$ cat config.mk
export PLATFORM = sky130hd
export DESIGN_NAME = brf_ctrl
export DESIGN_NICKNAME = d
export VERILOG_FILES = /design/src/rtl/core/brf_pkg.sv /design/src/rtl/core/brf_ctrl.sv
export SDC_FILE = /design/constraint.sdc
export NUM_CORES = 1
export LEC_CHECK = 0
export BUFFER_PORTS_ARGS = -buffer_cell sky130_fd_sc_hd__buf_2
export CAP_MARGIN = 20
export CORE_AREA = 8 8 45 47
export DETAILED_ROUTE_END_ITERATION = 10
export DIE_AREA = 0 0 53 55
export PLACE_DENSITY = 0.46
export SLEW_MARGIN = 5
export SYNTH_ARGS = -nofsm -noshare
export SYNTH_HDL_FRONTEND = slang
export SYNTH_SLANG_ARGS = --single-unit
$ cat constraint.sdc
create_clock -name clk -period 2.05 [get_ports clk]
set_input_delay 0.3075 -clock clk [delete_from_list [all_inputs] [get_ports clk]]
set_output_delay 0.3075 -clock clk [all_outputs]
set_load 0.02 [all_outputs]
$ cat src/rtl/core/brf_pkg.sv
// Shared types, sizes and helpers for the ring byte FIFO.
`default_nettype none
package brf_pkg;

  localparam int DEPTH     = 1024;
  localparam int MAX_BURST = 64;

  localparam int PTR_W     = $clog2(DEPTH);
  localparam int CNT_W     = $clog2(DEPTH + 1);
  localparam int SUM_W     = PTR_W + 1;
  localparam int HANDLED_W = 7;
  localparam int CMP_W     = (CNT_W > HANDLED_W) ? CNT_W : HANDLED_W;

  typedef enum logic [1:0] {
    ACT_INSERT = 2'd0,
    ACT_PEEK   = 2'd1,
    ACT_POP    = 2'd2,
    ACT_DROP   = 2'd3
  } action_t;

  typedef enum logic [1:0] {
    ST_IDLE,
    ST_RD_ISSUE,
    ST_RD_LOAD
  } state_t;

  typedef struct packed {
    logic insert;
    logic drop;
    logic single;
    logic start_rd;
    logic rd_issue;
    logic rd_load;
  } cmd_t;

  typedef struct packed {
    logic out_free;
    logic n_zero;
    logic last;
  } status_t;

  function automatic logic [PTR_W-1:0] ptr_inc(input logic [PTR_W-1:0] p);
    logic [PTR_W-1:0] q;
    if (p == PTR_W'(DEPTH - 1)) begin
      q = '0;
    end else begin
      q = p + PTR_W'(1);
    end
    return q;
  endfunction

endpackage
`default_nettype wire

$ cat src/rtl/core/brf_ctrl.sv
// Control state machine for the ring byte FIFO.
`default_nettype none
module brf_ctrl (
  input  wire logic              clk,
  input  wire logic              rst_n,
  input  wire logic              in_valid,
  output logic                   in_ready,
  input  wire brf_pkg::action_t  in_action,
  input  wire brf_pkg::status_t  status,
  output brf_pkg::cmd_t          cmd
);

  import brf_pkg::*;

  state_t state_r;
  state_t state_nxt;

  always_ff @(posedge clk) begin
    if (!rst_n) begin
      state_r <= ST_IDLE;
    end else begin
      state_r <= state_nxt;
    end
  end

  always_comb begin
    state_nxt = state_r;
    cmd       = '0;
    in_ready  = 1'b0;
    case (state_r)
      ST_IDLE: begin
        in_ready = status.out_free;
        if (in_valid && status.out_free) begin
          case (in_action)
            ACT_INSERT: begin
              cmd.insert = 1'b1;
              cmd.single = 1'b1;
            end
            ACT_DROP: begin
              cmd.drop   = 1'b1;
              cmd.single = 1'b1;
            end
            default: begin
              if (status.n_zero) begin
                cmd.single = 1'b1;
              end else begin
                cmd.start_rd = 1'b1;
                state_nxt    = ST_RD_ISSUE;
              end
            end
          endcase
        end
      end
      ST_RD_ISSUE: begin
        if (status.out_free) begin
          cmd.rd_issue = 1'b1;
          state_nxt    = ST_RD_LOAD;
        end
      end
      ST_RD_LOAD: begin
        cmd.rd_load = 1'b1;
        state_nxt   = status.last ? ST_IDLE : ST_RD_ISSUE;
      end
      default: begin
        state_nxt = ST_IDLE;
      end
    endcase
  end

endmodule
`default_nettype wire

==> flow_summary.json, run 1 <==
{
  "cts_root_buf": "clkbuf_4",
  "io_buffers": 14,
  "pin_count": 15,
  "cts_made_buffers": 3,
  "critPathLaunchType": "flip-flop",
  "clock_latency_ps": 220,
  "synth.net_count": 31,
  "fin_tns_setup_ps": 0,
  "layout.nets": 50,
  "cap_violations": 0,
  "hpwl_um": 449,
  "cts_tree": "built",
  "synth_top_area_share_pct": 20.5,
  "reg.largest.list": "state_r (2)",
  "grt_max_degree": 7,
  "avgSynthCellArea_um2": 9.29,
  "ys_types": 13,
  "grt_util_met3_pct": 5.35,
  "multi_input_area_um2": 144,
  "initial_core_util_pct": 14.1,
  "period_share_pct": 75.5,
  "finalHoldViolations": 0,
  "yosysTopAreaCell": "dfxtp_1",
  "peakVddDrop_mv": 0.235,
  "ctsLongestPathBuffers": 2,
  "max_freq_mhz": 646,
  "p_clk_share_pct": 53.2,
  "overflow": 0,
  "drc": 0,
  "synthTopCellsByArea": "dfxtp_1 21%, nand4bb_4 14%, ha_1 13%, and2_1 9.6%, nor3b_1 7.7%",
  "setup_viol": 0,
  "totalPowerFinal_mw": 0.162,
  "p_leak_nw": 0.165,
  "row_count": 14,
  "finalMaxSlewViolations": 0,
  "cts_sinks": 2,
  "synth_warnings": 0,
  "crit_type": "flip-flop to output pin",
  "wl_um": 520,
  "firstDrtPassIters": 1,
  "met2_usage_pct": 4.10,
  "p_sw_mw": 0.0410,
  "drive_gt1_share_pct": 52.6,
  "arrival_ps": 1240,
  "syn2layout_area_growth_pct": 57.7,
  "largest_reg_flops": 2,
  "via_per_inst": 3.87,
  "post_cts_resize_count": 0,
  "grt_setup_unrepaired": "false",
  "cp.required_ps": 1740,
  "antenna_found_initial": 0,
  "ys_ff_latch": 2,
  "clk_pin_slew_ps": 30,
  "drt_iter0_markers": 0,
  "dieArea_um2": 2920,
  "top_usage_layer": "met3",
  "die_w_um": 53,
  "wl_per_cell_um": 9.63,
  "relSlewSlack_pct": 85.5,
  "power.internal_mw": 0.121,
  "dpl_cell_area_um2": 285,
  "cp_max_fo": 6,
  "post_cts_buffers": 0,
  "grt_pass1_vias": 225,
  "endpoint_kind": "output pin",
  "antenna_left": 0,
  "hold_path_class": "input pin to flip-flop",
  "dr_total_vias": 209,
  "switching_share_pct": 25.3,
  "combPwrFrac_pct": 21.3,
  "seq_area_um2": 40.0,
  "n_antenna_cell": 0,
  "largest-register": "state_r",
  "min_period_ps": 1550,
  "synthCells": 21,
  "fillerInstances": 151,
  "place_congestion": 0.722,
  "grt_pass1_wl_um": 883,
  "outcome": "complete, no violations",
  "hold_buffers": 0,
  "tightest_slew_ps": 216,
  "seq_area_frac_synth_pct": 20.5,
  "skew_ps": 2.63,
  "rrSetupSlack_ps": 1020,
  "p_per_area_nw_per_um2": 526,
  "grt_usage_pct": 4.48,
  "netlist_area_um2": 195,
  "core_um2": 1380,
  "pwr-share-seq_pct": 25.4,
  "fp.dieH_um": 55,
  "met1_usage_pct": 4.86,
  "htreeDepth": 1,
  "final_cell_area_um2": 308
}
[per-stage QoR]
stage	cells	hold WS (ps)	worst slack (ps)	utilization [%]
after floorplan	21	429	754	-
after global placement	51	543	661	20.6
after detailed placement	51	542	634	20.6
after CTS	54	303	492	22.2
after global routing	54	323	452	22.2
final	54	313	502	22.2
[kinds of logic after synthesis]
family	after synthesis	synth area share (%)
DFF	2	20.5
AOI/OAI and AO/OA	2	7.05
and+or+nand+nor	12	53.8
buffers and inverters	3	5.77
adders and majority gates	2	12.8
[layer usage]
metal | routed length (µm) | share of wire, % | up-vias
met4 | 0 | 0 | 0
met1 | 230 | 44 | 87
met2 | 143 | 28 | 15
met3 | 146 | 28 | 0
li1 | - | - | 107
met5 | 0 | 0 | -
[cells in the mapped netlist]
library cell / number
nor2b_1: 2
nand4bb_4: 1
and2_1: 3
inv_1: 3
nor3_1: 1
ha_1: 2
nand2_1: 1
a21oi_1: 1
o31a_1: 1
nor3b_2: 1
nor3b_1: 2
dfxtp_1: 2
and3b_2: 1
[power groups by stage]
stage | logic, mW | registers (mW) | clock network, mW
6_report | 0.0345 | 0.0412 | 0.0861
5_1_grt | 0.0395 | 0.0413 | 0.0977
4_1_cts | 0.0352 | 0.0411 | 0.0943
3_5_place_dp | 0.0351 | 0.0416 | 0
3_3_place_gp | 0.0355 | 0.0417 | 0
2_1_floorplan | 0.0190 | 0.0414 | 0
[area by class of cell]
| class | instances | area share [%] |
|---|---|---|
| inverters | 3 | 3.66 |
| repair buffers | 14 | 22.8 |
| multi-input cells | 16 | 46.7 |
| flip-flops and latches | 2 | 13.0 |
| well taps | 16 | 6.50 |
| clock buffers | 3 | 7.32 |
[critical path: stages, from the launching register on]
cell	delay [ps]
dfxtp_1	340
nand4bb_4	240
nor3b_2	240
buf_2	200
[final timing paths]
path	startpoint	cells after the start	endpoint
setup / recovery	state_r[1]	3	cmd[2]
hold / removal	rst_n	2	state_r[1]
setup reg to reg	state_r[1]	3	state_r[0]
hold reg to reg	state_r[1]	2	state_r[0]
[placed cells by master (no fill, tap or decap)]
| cell | count |
|---|---|
| ha_1 | 2 |
| nor3_1 | 1 |
| inv_1 | 3 |
| and3b_2 | 1 |
| nand2_1 | 1 |
| and2_1 | 3 |
| clkbuf_4 | 3 |
| nand4bb_4 | 1 |
| a21oi_1 | 1 |
| nor3b_2 | 1 |
| dfxtp_1 | 2 |
| buf_2 | 14 |
| nor3b_1 | 2 |
| o31a_1 | 1 |
| nor2b_1 | 2 |
(Power assumes the default switching activity.)
==> run 2: changes to the inputs <==
==> constraint.sdc (replaced) <==
create_clock -name clk -period 1.49 [get_ports clk]
set_input_delay 0.2235 -clock clk [delete_from_list [all_inputs] [get_ports clk]]
set_output_delay 0.2235 -clock clk [all_outputs]
set_load 0.02 [all_outputs]
==> flow_summary.json, run 2 (synthesis gave the netlist of run 1 again) <==
{
  "outcome": "complete, no violations",
  "final_common_cell": "buf_2",
  "cts_made_buffers": 3,
  "ctsLongestPathBuffers": 2,
  "row_count": 14,
  "grt_usage_pct": 4.09,
  "cap_violations": 0,
  "reg.largest.list": "state_r (2)",
  "initial_core_util_pct": 14.1,
  "cts_root_buf": "clkbuf_4",
  "antenna_found_initial": 0,
  "grt_setup_unrepaired": "false",
  "relSlewSlack_pct": 84.3,
  "endpoint_kind": "output pin",
  "fillerInstances": 150,
  "worstHoldPathCells": 2,
  "die_w_um": 53,
  "place_congestion": 0.761,
  "fin_util_pct": 23.4,
  "dieArea_um2": 2920,
  "hold_buffers": 0,
  "period_share_pct": 94.3,
  "cp_max_fo": 6,
  "grt_pass1_wl_um": 862,
  "fp.dieH_um": 55,
  "hpwl_um": 467,
  "syn2layout_area_growth_pct": 66.0,
  "firstDrtPassIters": 1,
  "drc": 0,
  "final_cell_mix": "13 x buf_2, 3 x inv_1, 3 x and2_1, 3 x clkbuf_4",
  "via_per_inst": 3.62,
  "layout.nets": 51,
  "fin_tns_setup_ps": 0,
  "crit_type": "flip-flop to output pin",
  "finalMaxSlewViolations": 0,
  "clk_pin_slew_ps": 30,
  "hold_path_class": "input pin to flip-flop",
  "max_freq_mhz": 712,
  "peakVddDrop_mv": 0.354,
  "pin_count": 15,
  "cp.required_ps": 1270,
  "finalHoldViolations": 0,
  "largest_reg_flops": 2,
  "htreeDepth": 1,
  "overflow": 0,
  "tightest_slew_ps": 234,
  "largest-register": "state_r",
  "n_antenna_cell": 0,
  "core_um2": 1380,
  "critPathLaunchType": "flip-flop",
  "drive_gt1_share_pct": 53.8,
  "setup_viol": 0,
  "grt_max_degree": 7,
  "drt_iter0_markers": 0,
  "p_leak_nw": 0.174,
  "arrival_ps": 1180,
  "io_buffers": 14,
  "skew_ps": 1.78,
  "wl_um": 543,
  "rr_worst_depth": 4,
  "p_per_area_nw_per_um2": 690,
  "antenna_left": 0,
  "clock_latency_ps": 220,
  "wl_per_cell_um": 9.87,
  "cts_sinks": 2,
  "dr_total_vias": 199,
  "cts_tree": "built",
  "grt_pass1_vias": 211,
  "min_period_ps": 1400,
  "totalPowerFinal_mw": 0.223
}
## run 2: cell count changes in the layout (fill, tap and decap cells not counted)
cell and change:
buf_4 +2, buf_2 -1, nor3b_2 -1, nor3b_4 +1
## run 2: layout make-up
type | count | area [µm²] | share of cell area (%)
inverters | 3 | 11.3 | 3.47
well taps | 16 | 20.0 | 6.18
multi-input cells | 16 | 150 | 46.3
flip-flops and latches | 2 | 40.0 | 12.4
clock buffers | 3 | 22.5 | 6.95
repair buffers | 15 | 80.1 | 24.7
## run 2: power breakdown
group / total, mW / switching, mW / leakage [nW] / internal, mW
sequential: 0.0567 / 0.00155 / 0.0162 / 0.0552
combinational: 0.0528 / 0.0272 / 0.145 / 0.0256
clock: 0.114 / 0.0256 / 0.0138 / 0.0884
## run 2: critical path, cell delays in order (launching register included)
cell and delay [ps]:
dfxtp_1 340, nand4bb_4 250, nor3b_4 200, buf_4 170
## run 2: routing by layer
layer | GRT usage (%) | part of all wire, %
met1 | 5.76 | 50
met2 | 3.52 | 25
met3 | 3.48 | 24
met4 | 2.59 | 0
met5 | 0 | 0
## run 2: path summary, 6_finish.rpt
| check | start | endpoint | slack (ps) |
|---|---|---|---|
| setup / recovery | state_r[1] | cmd[2] | 90 |
| hold / removal | rst_n | state_r[1] | 240 |
| setup reg to reg | state_r[1] | state_r[0] | 330 |
| hold reg to reg | state_r[1] | state_r[0] | 700 |
## run 2: through the flow
step                      area, µm²  hold slack [ps]  cells  worst slack, ps
final                           324              236     55             85.6
after global routing            324              243     55             15.6
after CTS                       308              234     54             14.3
after detailed placement        285              461     51              211
after global placement          285              457     51              203
after floorplan                 195              345     21              308
## run 2: repair_timing
item                       CTS  global route
setup endpoints to repair    0             1
resized for setup            0             2
setup buffers                0             1
==> run 3: changes to the inputs <==
--- a/config.mk
+++ b/config.mk
@@ -5,12 +5,13 @@
 export SDC_FILE = /design/constraint.sdc
 export NUM_CORES = 1
 export LEC_CHECK = 0
-export BUFFER_PORTS_ARGS = -buffer_cell sky130_fd_sc_hd__buf_2
 export CAP_MARGIN = 20
 export CORE_AREA = 8 8 45 47
 export DETAILED_ROUTE_END_ITERATION = 10
 export DIE_AREA = 0 0 53 55
-export PLACE_DENSITY = 0.46
+export DONT_BUFFER_PORTS = 1
+export GPL_TIMING_DRIVEN = 0
+export PLACE_DENSITY = 0.36
 export SLEW_MARGIN = 5
 export SYNTH_ARGS = -nofsm -noshare
 export SYNTH_HDL_FRONTEND = slang
==> flow_summary.json, run 3 (synthesis gave the netlist of run 1 again) <==
{
  "clock_latency_ps": 230,
  "cts_tree": "built",
  "seq_area_um2": 41.3,
  "critPathLaunchType": "flip-flop",
  "grt_pass1_vias": 217,
  "layout.nets": 36,
  "outcome": "complete, no violations",
  "firstDrtPassIters": 1,
  "dr_total_vias": 169,
  "crit_type": "flip-flop to output pin",
  "relSlewSlack_pct": 54.4,
  "rr_worst_depth": 3,
  "r2r-start": "state_r[1]",
  "antenna_left": 0,
  "grt_pass1_wl_um": 876,
  "p_per_area_nw_per_um2": 850,
  "arrival_ps": 1170,
  "fin_tns_setup_ps": 0,
  "crit_path_max_incr_delay_ps": 360,
  "final_cell_area_um2": 249,
  "htreeDepth": 1,
  "ctsLongestPathBuffers": 2,
  "reg2reg_to": "state_r[0]",
  "cp.required_ps": 1270,
  "hold-path-endpoint": "state_r[1]",
  "drive_gt1_share_pct": 33.3,
  "core_um2": 1380,
  "grt_max_degree": 7,
  "layout.cells.non_filler": 40,
  "cts_made_buffers": 3,
  "numPlacedInstances": 37,
  "post_cts_buffers": 0,
  "setup_viol": 0,
  "fp.dieH_um": 55,
  "setup_ws_ps": 94.5,
  "cap_violations": 0,
  "largest-register": "state_r",
  "die_w_um": 53,
  "totalPowerFinal_mw": 0.212,
  "crit_slowest_cell": "nor3b_4",
  "p_leak_nw": 0.106,
  "endpoint_kind": "output pin",
  "rrSetupSlack_ps": 290,
  "peakVddDrop_mv": 0.213,
  "wl_per_cell_um": 14.4,
  "initial_core_util_pct": 14.1,
  "worstHoldPathCells": 1,
  "drc": 0,
  "grt_setup_unrepaired": "false",
  "pin_count": 15,
  "io_buffers": 0,
  "finalHoldViolations": 0,
  "fin_hold_ws_ps": 122,
  "final_cell_mix": "3 x inv_1, 3 x and2_1, 3 x clkbuf_4",
  "min_from": "rst_n",
  "reg.largest.list": "state_r (2)",
  "dpl_cell_area_um2": 215,
  "via_per_inst": 4.23,
  "row_count": 14,
  "tightest_slew_ps": 682,
  "finalMaxSlewViolations": 0,
  "dieArea_um2": 2920,
  "overflow": 0,
  "period_share_pct": 93.7,
  "clk_pin_slew_ps": 30,
  "cts_sinks": 2,
  "grt_usage_pct": 4.42,
  "hold_path_class": "input pin to flip-flop",
  "largest_reg_flops": 2,
  "n_antenna_cell": 0,
  "hold_buffers": 0,
  "min_period_ps": 1400,
  "antenna_found_initial": 0,
  "multi_input_area_um2": 154,
  "place_congestion": 0.712,
  "skew_ps": 2.51,
  "drt_iter0_markers": 0,
  "path_cells": "nand4bb_4, nor3b_4",
  "wl_um": 574,
  "cp_max_fo": 6,
  "fin_util_pct": 18.0,
  "pre_cts_ws_ps": 140,
  "cts_root_buf": "clkbuf_4",
  "syn2layout_area_growth_pct": 27.6,
  "max_freq_mhz": 717,
  "fillerInstances": 155
}
## run 3: cell types whose count changed in the layout (fill, tap and decap cells not counted), sizes merged
cell  delta
buf     -15
## run 3: final cells by class
class | count | share of cell area [%]
multi-input cells | 16 | 61.8
well taps | 16 | 8.04
flip-flops and latches | 2 | 16.6
clock buffers | 3 | 9.05
inverters | 3 | 4.52
## run 3: worst max-delay path by stage
stage,slack (ps),depth (start not counted),start,end
final,90,2,state_r[1],cmd[2]
after floorplan,310,3,state_r[1],state_r[0]
after global routing,5,1,state_r[0],in_ready
after CTS,7,2,state_r[1],cmd[3]
after detailed placement,140,3,state_r[1],state_r[0]
after global placement,200,3,state_r[1],state_r[0]
## run 3: per-layer routing
layer | up-vias | routed length [µm] | track usage (%)
li1 | 78 | - | -
met1 | 76 | 197 | 4.10
met2 | 15 | 225 | 5.47
met3 | 0 | 150 | 3.74
met4 | 0 | 0 | 5.17
met5 | - | 0 | 0
## run 3: repair_timing
| item | CTS | global route |
|---|---|---|
| pin swaps | 0 | 1 |
| resized for setup | 1 | 2 |
| setup endpoints to repair | 1 | 2 |
## run 3: where the power goes
part	total [mW]	leakage (nW)	internal, mW	switching (mW)
Clock	0.121	0.0138	0.0890	0.0323
Combinational	0.0336	0.0751	0.0145	0.0191
Sequential	0.0569	0.0167	0.0552	0.00172
## run 3: worst max-delay path: cells and delay by family (launching register included)
kind	cells	cell delay (ps)
flops	1	340
simple gates	2	610
